==> src/design/sdrs_pkg.sv <==
// Shared types, field widths and codes of the sorted disk request scheduler.
package sdrs_pkg;

	localparam int QUEUE_DEPTH_DEF = 16;

	localparam int TAG_W  = 8;
	localparam int OFF_W  = 28;
	localparam int CNT_W  = 16;
	localparam int STAT_W = 2;

	localparam logic ACT_SUBMIT = 1'b0;
	localparam logic ACT_DONE   = 1'b1;

	localparam logic KIND_ISSUE = 1'b0;
	localparam logic KIND_REPLY = 1'b1;

	localparam logic [STAT_W-1:0] STAT_OK    = 2'd0;
	localparam logic [STAT_W-1:0] STAT_BUSY  = 2'd1;
	localparam logic [STAT_W-1:0] STAT_NOMEM = 2'd2;

	typedef struct packed {
		logic [TAG_W-1:0] tag;
		logic             wr;
		logic [OFF_W-1:0] off;
		logic [CNT_W-1:0] cnt;
	} entry_t;

endpackage

==> src/design/sdrs_mem.sv <==
// Request store and forward link memories, one read address, registered read data.
module sdrs_mem
	import sdrs_pkg::*;
#(
	parameter int DEPTH = QUEUE_DEPTH_DEF,
	parameter int IW    = $clog2(QUEUE_DEPTH_DEF)
) (
	input  logic          clk,
	input  logic          rd_en,
	input  logic [IW-1:0] rd_addr,
	input  logic          st_we,
	input  logic [IW-1:0] st_wa,
	input  entry_t        st_wd,
	input  logic          ln_we,
	input  logic [IW-1:0] ln_wa,
	input  logic [IW-1:0] ln_wd,
	output entry_t        st_rd,
	output logic [IW-1:0] ln_rd
);

	entry_t        store_mem [DEPTH];
	logic [IW-1:0] link_mem  [DEPTH];

	always_ff @(posedge clk) begin
		if (st_we) begin
			store_mem[st_wa] <= st_wd;
		end
		if (ln_we) begin
			link_mem[ln_wa] <= ln_wd;
		end
	end

	always_ff @(posedge clk) begin
		if (rd_en) begin
			st_rd <= store_mem[rd_addr];
			ln_rd <= link_mem[rd_addr];
		end
	end

endmodule

==> src/design/sorted_disk_request_scheduler.sv <==
// C-LOOK disk request scheduler: sorted linked request ring and issue sequencer.
// One word at a time. A submit does a free slot scan (up to QUEUE_DEPTH), a sorted
// walk over the entries passed and a predecessor search (up to QUEUE_DEPTH steps),
// walk and search steps each using the single memory read port, plus output waits.
// A done event reads and counts down the current entry; when the request completes
// and entries remain, a removal walk and an issue follow.
// Reset (arst_n low) clears valid bits and control; memory contents stay undefined.
module sorted_disk_request_scheduler
	import sdrs_pkg::*;
#(
	parameter int QUEUE_DEPTH = QUEUE_DEPTH_DEF
) (
	input  logic              clk,
	input  logic              arst_n,
	input  logic              req_valid,
	output logic              req_stall,
	input  logic              action,
	input  logic [TAG_W-1:0]  caller_tag,
	input  logic              is_write,
	input  logic [OFF_W-1:0]  sector_offset,
	input  logic [CNT_W-1:0]  sector_count,
	input  logic              device_ready,
	input  logic              device_busy,
	output logic              rsp_valid,
	input  logic              rsp_stall,
	output logic              result_kind,
	output logic [TAG_W-1:0]  reply_tag,
	output logic [STAT_W-1:0] reply_status,
	output logic              issue_write,
	output logic [OFF_W-1:0]  issue_offset,
	output logic [CNT_W-1:0]  issue_count,
	output logic              last_result
);

	localparam int IW = $clog2(QUEUE_DEPTH);
	localparam int CW = $clog2(QUEUE_DEPTH + 1);
	localparam logic [CW-1:0] DEPTH_C = CW'(QUEUE_DEPTH);

	// sequencer states, one-hot
	typedef enum logic [15:0] {
		S_IDLE   = 16'h0001,
		S_SCAN   = 16'h0002,  // look for a free slot
		S_WRNEW  = 16'h0004,  // store new request
		S_WALK   = 16'h0008,  // sorted walk: read
		S_WALK_D = 16'h0010,  // sorted walk: compare
		S_PRED   = 16'h0020,  // predecessor search: read
		S_PRED_D = 16'h0040,  // predecessor search: compare, patch link
		S_LINK2  = 16'h0080,  // link new entry forward
		S_ISS_RD = 16'h0100,
		S_ISS_D  = 16'h0200,  // emit issue, write advance
		S_BUSY   = 16'h0400,  // emit busy reply
		S_DN_RD  = 16'h0800,
		S_DN_D   = 16'h1000,  // count down
		S_OK     = 16'h2000,  // emit ok reply
		S_RM     = 16'h4000,  // remove current entry
		S_NOMEM  = 16'h8000
	} state_t;

	state_t state_q;

	// latched input word
	logic [TAG_W-1:0] tag_q;
	logic             wr_q;
	logic [OFF_W-1:0] off_q;
	logic [CNT_W-1:0] cnt_q;
	logic             busy_q;
	logic             rdy_q;

	logic [QUEUE_DEPTH-1:0] valid_q;
	logic [IW-1:0] lowest_q, cur_q, s_q, at_q, t_q, p_q, nx_q;
	logic          active_q, lt_low_q, mode_ins_q, rm_issue_q;
	logic [CW-1:0] used_q, i_q, k_q, scan_q;

	// memory port
	logic          rd_en, st_we, ln_we;
	logic [IW-1:0] rd_addr, st_wa, ln_wa, ln_wd;
	entry_t        st_wd, st_rd;
	logic [IW-1:0] ln_rd;

	logic          out_free, out_ld;
	logic          o_kind, o_wr, o_last;
	logic [TAG_W-1:0]  o_tag;
	logic [STAT_W-1:0] o_stat;
	logic [OFF_W-1:0]  o_off;
	logic [CNT_W-1:0]  o_cnt;

	logic             off_less, pred_hit, pred_end, stays;
	logic [CNT_W-1:0] cnt_dn;
	logic [IW-1:0]    link_val;

	sdrs_mem #(.DEPTH(QUEUE_DEPTH), .IW(IW)) u_mem (
		.clk     (clk),
		.rd_en   (rd_en),
		.rd_addr (rd_addr),
		.st_we   (st_we),
		.st_wa   (st_wa),
		.st_wd   (st_wd),
		.ln_we   (ln_we),
		.ln_wa   (ln_wa),
		.ln_wd   (ln_wd),
		.st_rd   (st_rd),
		.ln_rd   (ln_rd)
	);

	assign req_stall = (state_q != S_IDLE);
	assign out_free  = !rsp_valid || !rsp_stall;

	assign off_less = off_q < st_rd.off;
	assign pred_end = (k_q == DEPTH_C);
	assign pred_hit = (ln_rd == t_q);
	assign link_val = mode_ins_q ? s_q : nx_q;
	// a done event counts down only with ready set and a nonzero count
	assign cnt_dn   = (rdy_q && st_rd.cnt != '0) ? st_rd.cnt - CNT_W'(1) : st_rd.cnt;
	// queue still holds entries after removing the current one
	assign stays    = (nx_q != cur_q) && (used_q > CW'(1));

	always_comb begin
		rd_en   = 1'b0;
		rd_addr = cur_q;
		st_we   = 1'b0;
		st_wa   = cur_q;
		st_wd   = st_rd;
		ln_we   = 1'b0;
		ln_wa   = p_q;
		ln_wd   = link_val;
		out_ld  = 1'b0;
		o_kind  = KIND_REPLY;
		o_tag   = st_rd.tag;
		o_stat  = STAT_OK;
		o_wr    = 1'b0;
		o_off   = '0;
		o_cnt   = '0;
		o_last  = 1'b1;
		case (state_q)
			S_WRNEW: begin
				st_we = 1'b1;
				st_wa = s_q;
				st_wd = '{tag: tag_q, wr: wr_q, off: off_q, cnt: cnt_q};
				if (used_q == '0) begin
					ln_we = 1'b1;
					ln_wa = s_q;
					ln_wd = s_q;
				end
			end
			S_WALK: begin
				rd_en   = 1'b1;
				rd_addr = at_q;
			end
			S_PRED: begin
				rd_en   = 1'b1;
				rd_addr = p_q;
				if (pred_end) begin
					ln_we = 1'b1;
					ln_wa = t_q;
				end
			end
			S_PRED_D: begin
				if (pred_hit) begin
					ln_we = 1'b1;
				end
			end
			S_LINK2: begin
				ln_we = 1'b1;
				ln_wa = s_q;
				ln_wd = at_q;
			end
			S_ISS_RD, S_DN_RD: begin
				rd_en = 1'b1;
			end
			S_ISS_D: begin
				if (out_free) begin
					out_ld = 1'b1;
					o_kind = KIND_ISSUE;
					o_wr   = st_rd.wr;
					o_off  = st_rd.off;
					o_cnt  = st_rd.cnt;
					o_last = !busy_q;
					if (!busy_q && st_rd.wr) begin
						st_we     = 1'b1;
						st_wd.off = st_rd.off + OFF_W'(1);
						st_wd.cnt = (st_rd.cnt != '0) ? st_rd.cnt - CNT_W'(1) : st_rd.cnt;
					end
				end
			end
			S_BUSY: begin
				out_ld = out_free;
				o_stat = STAT_BUSY;
			end
			S_DN_D: begin
				st_we     = 1'b1;
				st_wd.cnt = cnt_dn;
			end
			S_OK: begin
				out_ld = out_free;
				o_last = !stays;
			end
			S_NOMEM: begin
				out_ld = out_free;
				o_tag  = tag_q;
				o_stat = STAT_NOMEM;
			end
			default: begin
			end
		endcase
	end

	always_ff @(posedge clk or negedge arst_n) begin
		if (!arst_n) begin
			state_q    <= S_IDLE;
			tag_q      <= '0;
			wr_q       <= 1'b0;
			off_q      <= '0;
			cnt_q      <= '0;
			busy_q     <= 1'b0;
			rdy_q      <= 1'b0;
			valid_q    <= '0;
			lowest_q   <= '0;
			cur_q      <= '0;
			s_q        <= '0;
			at_q       <= '0;
			t_q        <= '0;
			p_q        <= '0;
			nx_q       <= '0;
			active_q   <= 1'b0;
			lt_low_q   <= 1'b0;
			mode_ins_q <= 1'b0;
			rm_issue_q <= 1'b0;
			used_q     <= '0;
			i_q        <= '0;
			k_q        <= '0;
			scan_q     <= '0;
		end else begin
			case (state_q)
				S_IDLE: begin
					if (req_valid) begin
						tag_q  <= caller_tag;
						wr_q   <= is_write;
						off_q  <= sector_offset;
						cnt_q  <= sector_count;
						busy_q <= device_busy;
						rdy_q  <= device_ready;
						scan_q <= '0;
						if (action == ACT_SUBMIT) begin
							state_q <= (used_q >= DEPTH_C) ? S_NOMEM : S_SCAN;
						end else if (active_q) begin
							state_q <= S_DN_RD;
						end
					end
				end
				S_SCAN: begin
					if (scan_q == DEPTH_C) begin
						state_q <= S_NOMEM;
					end else if (!valid_q[scan_q[IW-1:0]]) begin
						s_q     <= scan_q[IW-1:0];
						state_q <= S_WRNEW;
					end else begin
						scan_q <= scan_q + CW'(1);
					end
				end
				S_WRNEW: begin
					valid_q[s_q] <= 1'b1;
					if (used_q == '0) begin
						lowest_q <= s_q;
						used_q   <= used_q + CW'(1);
						if (!active_q) begin
							cur_q    <= s_q;
							active_q <= 1'b1;
							state_q  <= S_ISS_RD;
						end else begin
							state_q <= S_IDLE;
						end
					end else begin
						at_q    <= lowest_q;
						i_q     <= '0;
						state_q <= S_WALK;
					end
				end
				S_WALK: begin
					if (i_q == used_q) begin
						// wrapped: new entry goes at the tail
						t_q        <= at_q;
						p_q        <= at_q;
						k_q        <= '0;
						mode_ins_q <= 1'b1;
						state_q    <= S_PRED;
					end else begin
						state_q <= S_WALK_D;
					end
				end
				S_WALK_D: begin
					if (i_q == '0) begin
						lt_low_q <= off_less;
					end
					if (off_less) begin
						t_q        <= at_q;
						p_q        <= at_q;
						k_q        <= '0;
						mode_ins_q <= 1'b1;
						state_q    <= S_PRED;
					end else begin
						at_q    <= ln_rd;
						i_q     <= i_q + CW'(1);
						state_q <= S_WALK;
					end
				end
				S_PRED, S_PRED_D: begin
					if ((state_q == S_PRED && pred_end) || (state_q == S_PRED_D && pred_hit)) begin
						// predecessor link patched this cycle
						if (mode_ins_q) begin
							state_q <= S_LINK2;
						end else begin
							if (lowest_q == cur_q) begin
								lowest_q <= nx_q;
							end
							cur_q   <= nx_q;
							state_q <= rm_issue_q ? S_ISS_RD : S_IDLE;
						end
					end else if (state_q == S_PRED) begin
						state_q <= S_PRED_D;
					end else begin
						p_q     <= ln_rd;
						k_q     <= k_q + CW'(1);
						state_q <= S_PRED;
					end
				end
				S_LINK2: begin
					if (lt_low_q) begin
						lowest_q <= s_q;
					end
					used_q <= used_q + CW'(1);
					if (!active_q) begin
						cur_q    <= s_q;
						active_q <= 1'b1;
						state_q  <= S_ISS_RD;
					end else begin
						state_q <= S_IDLE;
					end
				end
				S_ISS_RD: begin
					state_q <= S_ISS_D;
				end
				S_ISS_D: begin
					if (out_free) begin
						nx_q    <= ln_rd;
						state_q <= busy_q ? S_BUSY : S_IDLE;
					end
				end
				S_BUSY: begin
					if (out_free) begin
						rm_issue_q <= 1'b0;
						state_q    <= S_RM;
					end
				end
				S_DN_RD: begin
					state_q <= S_DN_D;
				end
				S_DN_D: begin
					nx_q    <= ln_rd;
					state_q <= (cnt_dn == '0) ? S_OK : S_IDLE;
				end
				S_OK: begin
					if (out_free) begin
						rm_issue_q <= 1'b1;
						state_q    <= S_RM;
					end
				end
				S_RM: begin
					valid_q[cur_q] <= 1'b0;
					if (!stays) begin
						active_q <= 1'b0;
						used_q   <= '0;
						state_q  <= S_IDLE;
					end else begin
						used_q     <= used_q - CW'(1);
						t_q        <= cur_q;
						p_q        <= cur_q;
						k_q        <= '0;
						mode_ins_q <= 1'b0;
						state_q    <= S_PRED;
					end
				end
				S_NOMEM: begin
					if (out_free) begin
						state_q <= S_IDLE;
					end
				end
				default: begin
					state_q <= S_IDLE;
				end
			endcase
		end
	end

	// result word register
	always_ff @(posedge clk or negedge arst_n) begin
		if (!arst_n) begin
			rsp_valid    <= 1'b0;
			result_kind  <= KIND_ISSUE;
			reply_tag    <= '0;
			reply_status <= STAT_OK;
			issue_write  <= 1'b0;
			issue_offset <= '0;
			issue_count  <= '0;
			last_result  <= 1'b0;
		end else if (out_ld) begin
			rsp_valid    <= 1'b1;
			result_kind  <= o_kind;
			reply_tag    <= o_tag;
			reply_status <= o_stat;
			issue_write  <= o_wr;
			issue_offset <= o_off;
			issue_count  <= o_cnt;
			last_result  <= o_last;
		end else if (!rsp_stall) begin
			rsp_valid <= 1'b0;
		end
	end

endmodule

==> config.mk <==
export PLATFORM = sky130hd
export DESIGN_NAME = sorted_disk_request_scheduler
export DESIGN_NICKNAME = d
export VERILOG_FILES = /design/src/design/sdrs_pkg.sv /design/src/design/sdrs_mem.sv /design/src/design/sorted_disk_request_scheduler.sv
export SDC_FILE = /design/constraint.sdc
export NUM_CORES = 2
export LEC_CHECK = 0
export ABC_AREA = 1
export BUFFER_PORTS_ARGS = -buffer_cell sky130_fd_sc_hd__buf_2
export CAP_MARGIN = 20
export CORE_ASPECT_RATIO = 0.7
export CORE_MARGIN = 3
export CORE_UTILIZATION = 40
export DETAILED_ROUTE_END_ITERATION = 12
export SKIP_LAST_GASP = 1
export SLEW_MARGIN = 20
export SYNTH_ARGS = -nofsm -noshare
export SYNTH_HDL_FRONTEND = slang
export SYNTH_SLANG_ARGS = --single-unit
==> constraint.sdc <==
create_clock -name clk -period 5.2 [get_ports clk]
set_input_delay 0.26 -clock clk [delete_from_list [all_inputs] [get_ports clk]]
set_output_delay 0.26 -clock clk [all_outputs]
set_load 0.1 [all_outputs]
# After elaboration in Yosys (flattened, before gate mapping)
# Memories as Yosys holds them, arrays and structs flattened. A register that Yosys moved wholly into a read port is not among the register bits.
# Index checks and enable logic that the tools add are counted.
[word_totals]
reg_bits = 197
ramBits = 912
elab_cells = 265
n_memories = 2
[op_classes]
addsub = 7
n_lt_le_gt_ge = 8
n_eq_ne = 47
n_mux = 120
bitwise = 5
reduce_logical = 45
[mem_list]
columns = ["name", "words", "width", "rd", "rd_ports_with_merged_regs", "write_ports", "line", "text"]
rows = [
  ["u_mem.store_mem", 16, 53, 1, 1, 1, "sdrs_mem.sv:21", "entry_t store_mem [DEPTH];"],
  ["u_mem.link_mem", 16, 4, 1, 1, 1, "sdrs_mem.sv:22", "logic [IW-1:0] link_mem [DEPTH];"],
]
[op_table]
columns = ["cell", "count"]
rows = [
  ["2-to-1 mux 16 bit", 14],
  ["one-hot mux 16 bit (14 select lines)", 1],
  ["2-to-1 mux 4 bit", 22],
  ["2-to-1 mux 44 bit", 2],
  ["2-to-1 mux 5 bit", 12],
  ["2-to-1 mux 28 bit", 2],
  ["one-hot mux 28 bit (2 select lines)", 1],
  ["one-hot mux 16 bit (3 select lines)", 1],
  ["one-hot mux 4 bit (3 select lines)", 4],
  ["2-to-1 mux 9 bit", 5],
  ["inequality test 2 bit (second input constant)", 20],
  ["one-hot mux 16 bit (2 select lines)", 1],
  ["one-hot mux 4 bit (2 select lines)", 4],
  ["adder 28 x 1 -> 28 bit (second input constant)", 1],
  ["< comparator 28 bit", 1],
  ["2-to-1 mux 1 bit", 28],
  ["adder 5 x 1 -> 5 bit (second input constant)", 4],
  ["one-hot mux 5 bit (2 select lines)", 2],
  ["one-hot mux 5 bit (4 select lines)", 1],
  ["2-to-1 mux 6 bit", 3],
  ["AND reduction 6 bit", 3],
  ["AND 16 bit", 1],
  ["== test 16 x 1 -> 1 bit (second input constant)", 1],
  ["== test 16 x 10 -> 1 bit (second input constant)", 1],
  ["57 further kinds", 97],
]

# Depth between registers and ports, before layout
[depth]
word_depth = 7
depth_mapped = 17
mapped_depth_nobuf = 15

# Hierarchy
# A second synthesis with hierarchy kept.
[unflattened]
hier_cells = 5499
area_unflattened_um2 = 53850.4
[by_module_without_submodules]
columns = ["mod", "instances", "cells_each", "area_per_inst_um2", "seq_area_each_um2"]
rows = [
  ["sdrs_mem", 1, 3783, 41079.4, 29097.9],
  ["sorted_disk_request_scheduler", 1, 1716, 12771.0, 4931.0],
]

# Worst setup path after synthesis
# Ideal clock, no wire load.
[synth_path]
path_type = "register -> register"
startpoint = "register rsp_valid"
endpoint = "memory u_mem.store_mem[0][0] in the netlist's numbering, enable pin"
setup_time_ps = 464
t_arrival_ps = 4123
required_ps = 4736
slack_ps = 613
path_stages_with_launch = 8
n_path_buf = 0
synth_period_minus_slack_ps = 4587
path_cell_list = "dfrtp_1 nand2_1 inv_1 nor2_1 nand2_1 a21oi_1 nand2_1 nor2_1"
[synth_between]
elab_chain_len = 6
[synth_lines]
columns = ["element", "line", "text"]
rows = [
  ["start, declared", "sorted_disk_request_scheduler.sv:24", "output logic rsp_valid,"],
  ["start signal, assigned", "sorted_disk_request_scheduler.sv:397", "rsp_valid <= 1'b0;"],
  ["start signal, assigned", "sorted_disk_request_scheduler.sv:406", "rsp_valid <= 1'b1;"],
  ["start signal, assigned", "sorted_disk_request_scheduler.sv:415", "rsp_valid <= 1'b0;"],
  ["logical NOT 1 bit", "sorted_disk_request_scheduler.sv:106", "assign out_free = !rsp_valid || !rsp_stall;"],
  ["logical OR 1 bit", "sorted_disk_request_scheduler.sv:106", ""],
  ["2-to-1 mux 1 bit", "sorted_disk_request_scheduler.sv:171", "if (out_free) begin"],
  ["one-hot mux 1 bit (2 select lines)", "sorted_disk_request_scheduler.sv:134", "case (state_q)"],
  ["2-to-1 mux 1 bit", "sdrs_mem.sv:25", "if (st_we) begin"],
  ["2-to-1 mux 1 bit (implied by the code)", "sdrs_mem.sv:26", "store_mem[st_wa] <= st_wd;"],
  ["end, declared", "sdrs_mem.sv:21", ""],
]
# Every way passes these cells.

# Worst setup path in the final report
[layout_path]
startpoint = "register state_q[12]"
endpoint = "register u_mem.ln_rd[2], read port of u_mem.link_mem (data pin)"
[layout_between]
elab_chain_len = 3
word_cells_on_any_way = 7
[layout_lines]
columns = ["element", "line", "text"]
rows = [
  ["start, declared", "sorted_disk_request_scheduler.sv:59", "state_t state_q;"],
  ["start signal, assigned", "sorted_disk_request_scheduler.sv:244", "state_q <= (used_q >= DEPTH_C) ? S_NOMEM : S_SCAN;"],
  ["start signal, assigned", "sorted_disk_request_scheduler.sv:316", "state_q <= rm_issue_q ? S_ISS_RD : S_IDLE;"],
  ["start signal, assigned", "sorted_disk_request_scheduler.sv:345", "state_q <= busy_q ? S_BUSY : S_IDLE;"],
  ["== test 16 x 6 -> 1 bit (tied with other cells)", "sorted_disk_request_scheduler.sv:134", ""],
  ["OR reduction 4 bit (no line)", "-", ""],
  ["2-to-1 mux 1 bit", "sorted_disk_request_scheduler.sv:134", ""],
  ["end, declared", "sdrs_mem.sv:18", "output logic [IW-1:0] ln_rd"],
]
# Several ways; a longest one is shown, not always the timed one.
# A chain may end at the register's enable or synchronous reset.

==> results.toml <==
[layout]
num-nets-final = 5493
layout-drive-gt1-share = 0.0937
final_area_um2 = 61100
layout-area-overhead-vs-synth_pct = 13.1

[routing]
vias_per_cell = 5.38
via_count = 39100
detail_route.first_pass.iterations = 6
post_drt_wl_per_cell_um = 22.4
post-route-drc-count = 0
drt-initial-drc-count = 4284
ant_nets = 0
detail_route.wirelength_um = 162000

[synth]
post_synthesis_instance_area_um2 = 54000
synth_edf_count = 969
synth_cells = 5277
asyncSetResetFlopFracSynth = 0.169
synth_flop_cell = "sky130_fd_sc_hd__edfxtp_1"
synth.yosys.warnings = 0
synth_area_per_cell_um2 = 10.2
postSynthNetCount = 5375
synth.distinct_cells = 54
ys_seq_elements = 1166
yosysSeqAreaShare = 0.630

[clock_network]
cts.clk_slew.worst_paths_ns = 0.06
clock_tree.root_cell = "sky130_fd_sc_hd__clkbuf_16"
clkLatencyLatePin_ns = 0.74
cts_repair_resize_count = 0
tritoncts_clock_tree = "done"
cts_hold_buf = 58
numCtsBuffers = 111
clock_tree.buffer_depth = 3
cts_post_setup_buffers_inserted = 0
numClockSinks = 1166
clock_tree.htree_level_count = 3

[timing]
unrepaired_setup_endpoints_after_global_routing = "false"
slew-limit-headroom = 0.210
worst_pin_slew_ns = 1.18
final-setup-viol-count = 0
setup_tns_ns = 0
maxClockFrequency_mhz = 250
min_period_ns = 4.00
min_period_over_period = 0.770
worst_hold_slack_ns = 0.0656
finalClockSkew_ns = 0.0332
timing_hold_violations_final = 0
slew_violations = 0

[placed_design]
gpl.final_weighted_congestion = 0.933
port_buffers = 118
place.detailed.hpwl_um = 91600
dpl_cell_area_um2 = 56700

[die]
die_area_um2 = 139000
die_w_um = 445
fp.dieH_um = 313
core_um2 = 134000
placementRows = 112
number_of_top_level_pins = 119
initial_utilization = 0.404

[grt]
number_of_global_route_vias_before_repair = 36000
wire_length_of_the_first_global_routing_pass_um = 240000
grt.overflow.total = 0
antenna_violations_before_repair = 0
global_route.usage.total = 0.229
maximum_number_of_pins_on_one_net_before_global_route_repair = 186

[outcome]
run_status = "complete, no violations"

[setup_path]
worst-path-buf-inv = 2
critPathCaptureType = "flop"
worst_path_max_stage_delay_ns = 0.58
worst-path-max-fanout = 58
worstPathCellList = "nor2_2 > nand2_2 > nor2_4 > nand2_1 > nand3_4 > nand2_8 > inv_4 > buf_4 > nand2_1 > nand3_1 > nand3_1 > nand3_1 > nand2_1"
critical_path.slowest_cell = "sky130_fd_sc_hd__nand3_4"
cp-start-kind = "flop"
stages_on_worst_setup_path = 13
path_class = "flop to flop"
cp_data_required_time_ns = 5.68
critPathTopFamily = "simple AND/OR/NAND/NOR gates"
crit_arrival_ns = 4.49
r2r.worst_path.cells = 13

[worst_hold_path]
timing.hold.worst.class = "primary input to asynchronous set/reset pin"

[power_and_ir_drop]
cellPowerDensity_nw_per_um2 = 407
leakagePower_uw = 0.0248
ir_drop_mv = 0.268

[run]
maxCapViolCount = 0
-- metrics by stage --
stage               total power [uW]  worst slack, ns   util  std cells
finish                         24900             1.20  0.457       7257
global route                   25800            0.969  0.457       7255
CTS                            25000             1.27  0.456       7244
detailed placement             16700             1.29  0.424       6980
global placement               16700             1.36  0.424       6978
floorplan                      15000            0.613      -       5277
-- cells in the mapped netlist, types with 38 or more instances --
cell	instances	area (um2)
sky130_fd_sc_hd__nand2_1	1126	4230
sky130_fd_sc_hd__edfxtp_1	969	29100
sky130_fd_sc_hd__nand3_1	893	4470
sky130_fd_sc_hd__inv_1	730	2740
sky130_fd_sc_hd__nand3b_1	348	2610
sky130_fd_sc_hd__dfrtp_1	196	4900
sky130_fd_sc_hd__o21ai_0	178	891
sky130_fd_sc_hd__nor2_1	173	649
sky130_fd_sc_hd__buf_2	168	841
sky130_fd_sc_hd__clkbuf_1	81	304
sky130_fd_sc_hd__mux2_2	55	619
sky130_fd_sc_hd__a21oi_1	49	245
sky130_fd_sc_hd__ha_1	38	475
-- report_power, final --
group / internal [uW] / switching [uW]
Sequential: 11100 / 609
Combinational: 1240 / 3630
Clock: 4640 / 3610
Total: 17000 / 7850
-- path summary, 6_finish.rpt --
check	start	end	slack, ns
worst max-delay path	state_q[12]	u_mem.ln_rd[2]	1.20
worst min-delay path	arst_n	cnt_q[13]	0.07
worst max register to register	state_q[12]	u_mem.ln_rd[2]	1.20
worst min register to register	issue_count[12]	issue_count[12]	0.47
max in group asynchronous	arst_n	wr_q	3.84
min in group clk	rsp_stall	rsp_valid	0.18
-- kinds of logic (layout without fill, tap and decap cells) --
kind of cell    Yosys count  in the layout  share of synthesized area
flops                  1166           1166                      0.630
xor+xnor                 40             40                    0.00649
fa+ha+maj                38             38                    0.00881
mux                      55             55                     0.0115
other cells               0              2                          0
simple gates           2637           2637                      0.233
buf+inv                1017           1228                     0.0758
compound gates          324            324                     0.0346
-- registers in the layout, summed over array words and instances, names as in the netlist, 5 cells and up --
register,flops
used_q,5
cnt_q,16
valid_q,16
issue_offset,28
off_q,28
tag_q,8
u_mem.store_mem,848
scan_q,5
issue_count,16
state_q,16
u_mem.link_mem,64
k_q,5
u_mem.st_rd,53
i_q,5
reply_tag,8
-- area by class of cell --
type | instances | area (um2)
antenna | 2 | 5.00
clock buffer | 156 | 3130
clock inverter | 50 | 507
fill | 12300 | 72600
inverter | 746 | 2820
multi-input combinational | 3094 | 16100
sequential | 1166 | 34000
tap | 1767 | 2210
timing repair buffer | 276 | 2230
-- routing by layer --
layer	GRT usage	vias up	wire, um
li1	-	18100	-
met1	0.341	19100	72800
met2	0.347	1640	71700
met3	0.0352	225	13200
met4	0.0632	0	4570
met5	0	-	0
-- cell usage in the layout (no fill, tap or decap), types with 43 or more instances in the layout --
| cell type | n |
|---|---|
| sky130_fd_sc_hd__buf_2 | 117 |
| sky130_fd_sc_hd__dfrtp_1 | 196 |
| sky130_fd_sc_hd__mux2_2 | 55 |
| sky130_fd_sc_hd__edfxtp_1 | 969 |
| sky130_fd_sc_hd__dlygate4sd3_1 | 58 |
| sky130_fd_sc_hd__nand3_1 | 890 |
| sky130_fd_sc_hd__clkbuf_16 | 114 |
| sky130_fd_sc_hd__a21oi_1 | 43 |
| sky130_fd_sc_hd__o21ai_0 | 176 |
| sky130_fd_sc_hd__nand2_1 | 1125 |
| sky130_fd_sc_hd__inv_1 | 729 |
| sky130_fd_sc_hd__nand3b_1 | 348 |
| sky130_fd_sc_hd__buf_4 | 69 |
| sky130_fd_sc_hd__nor2_1 | 157 |
Power figures use the tool's default switching activity.
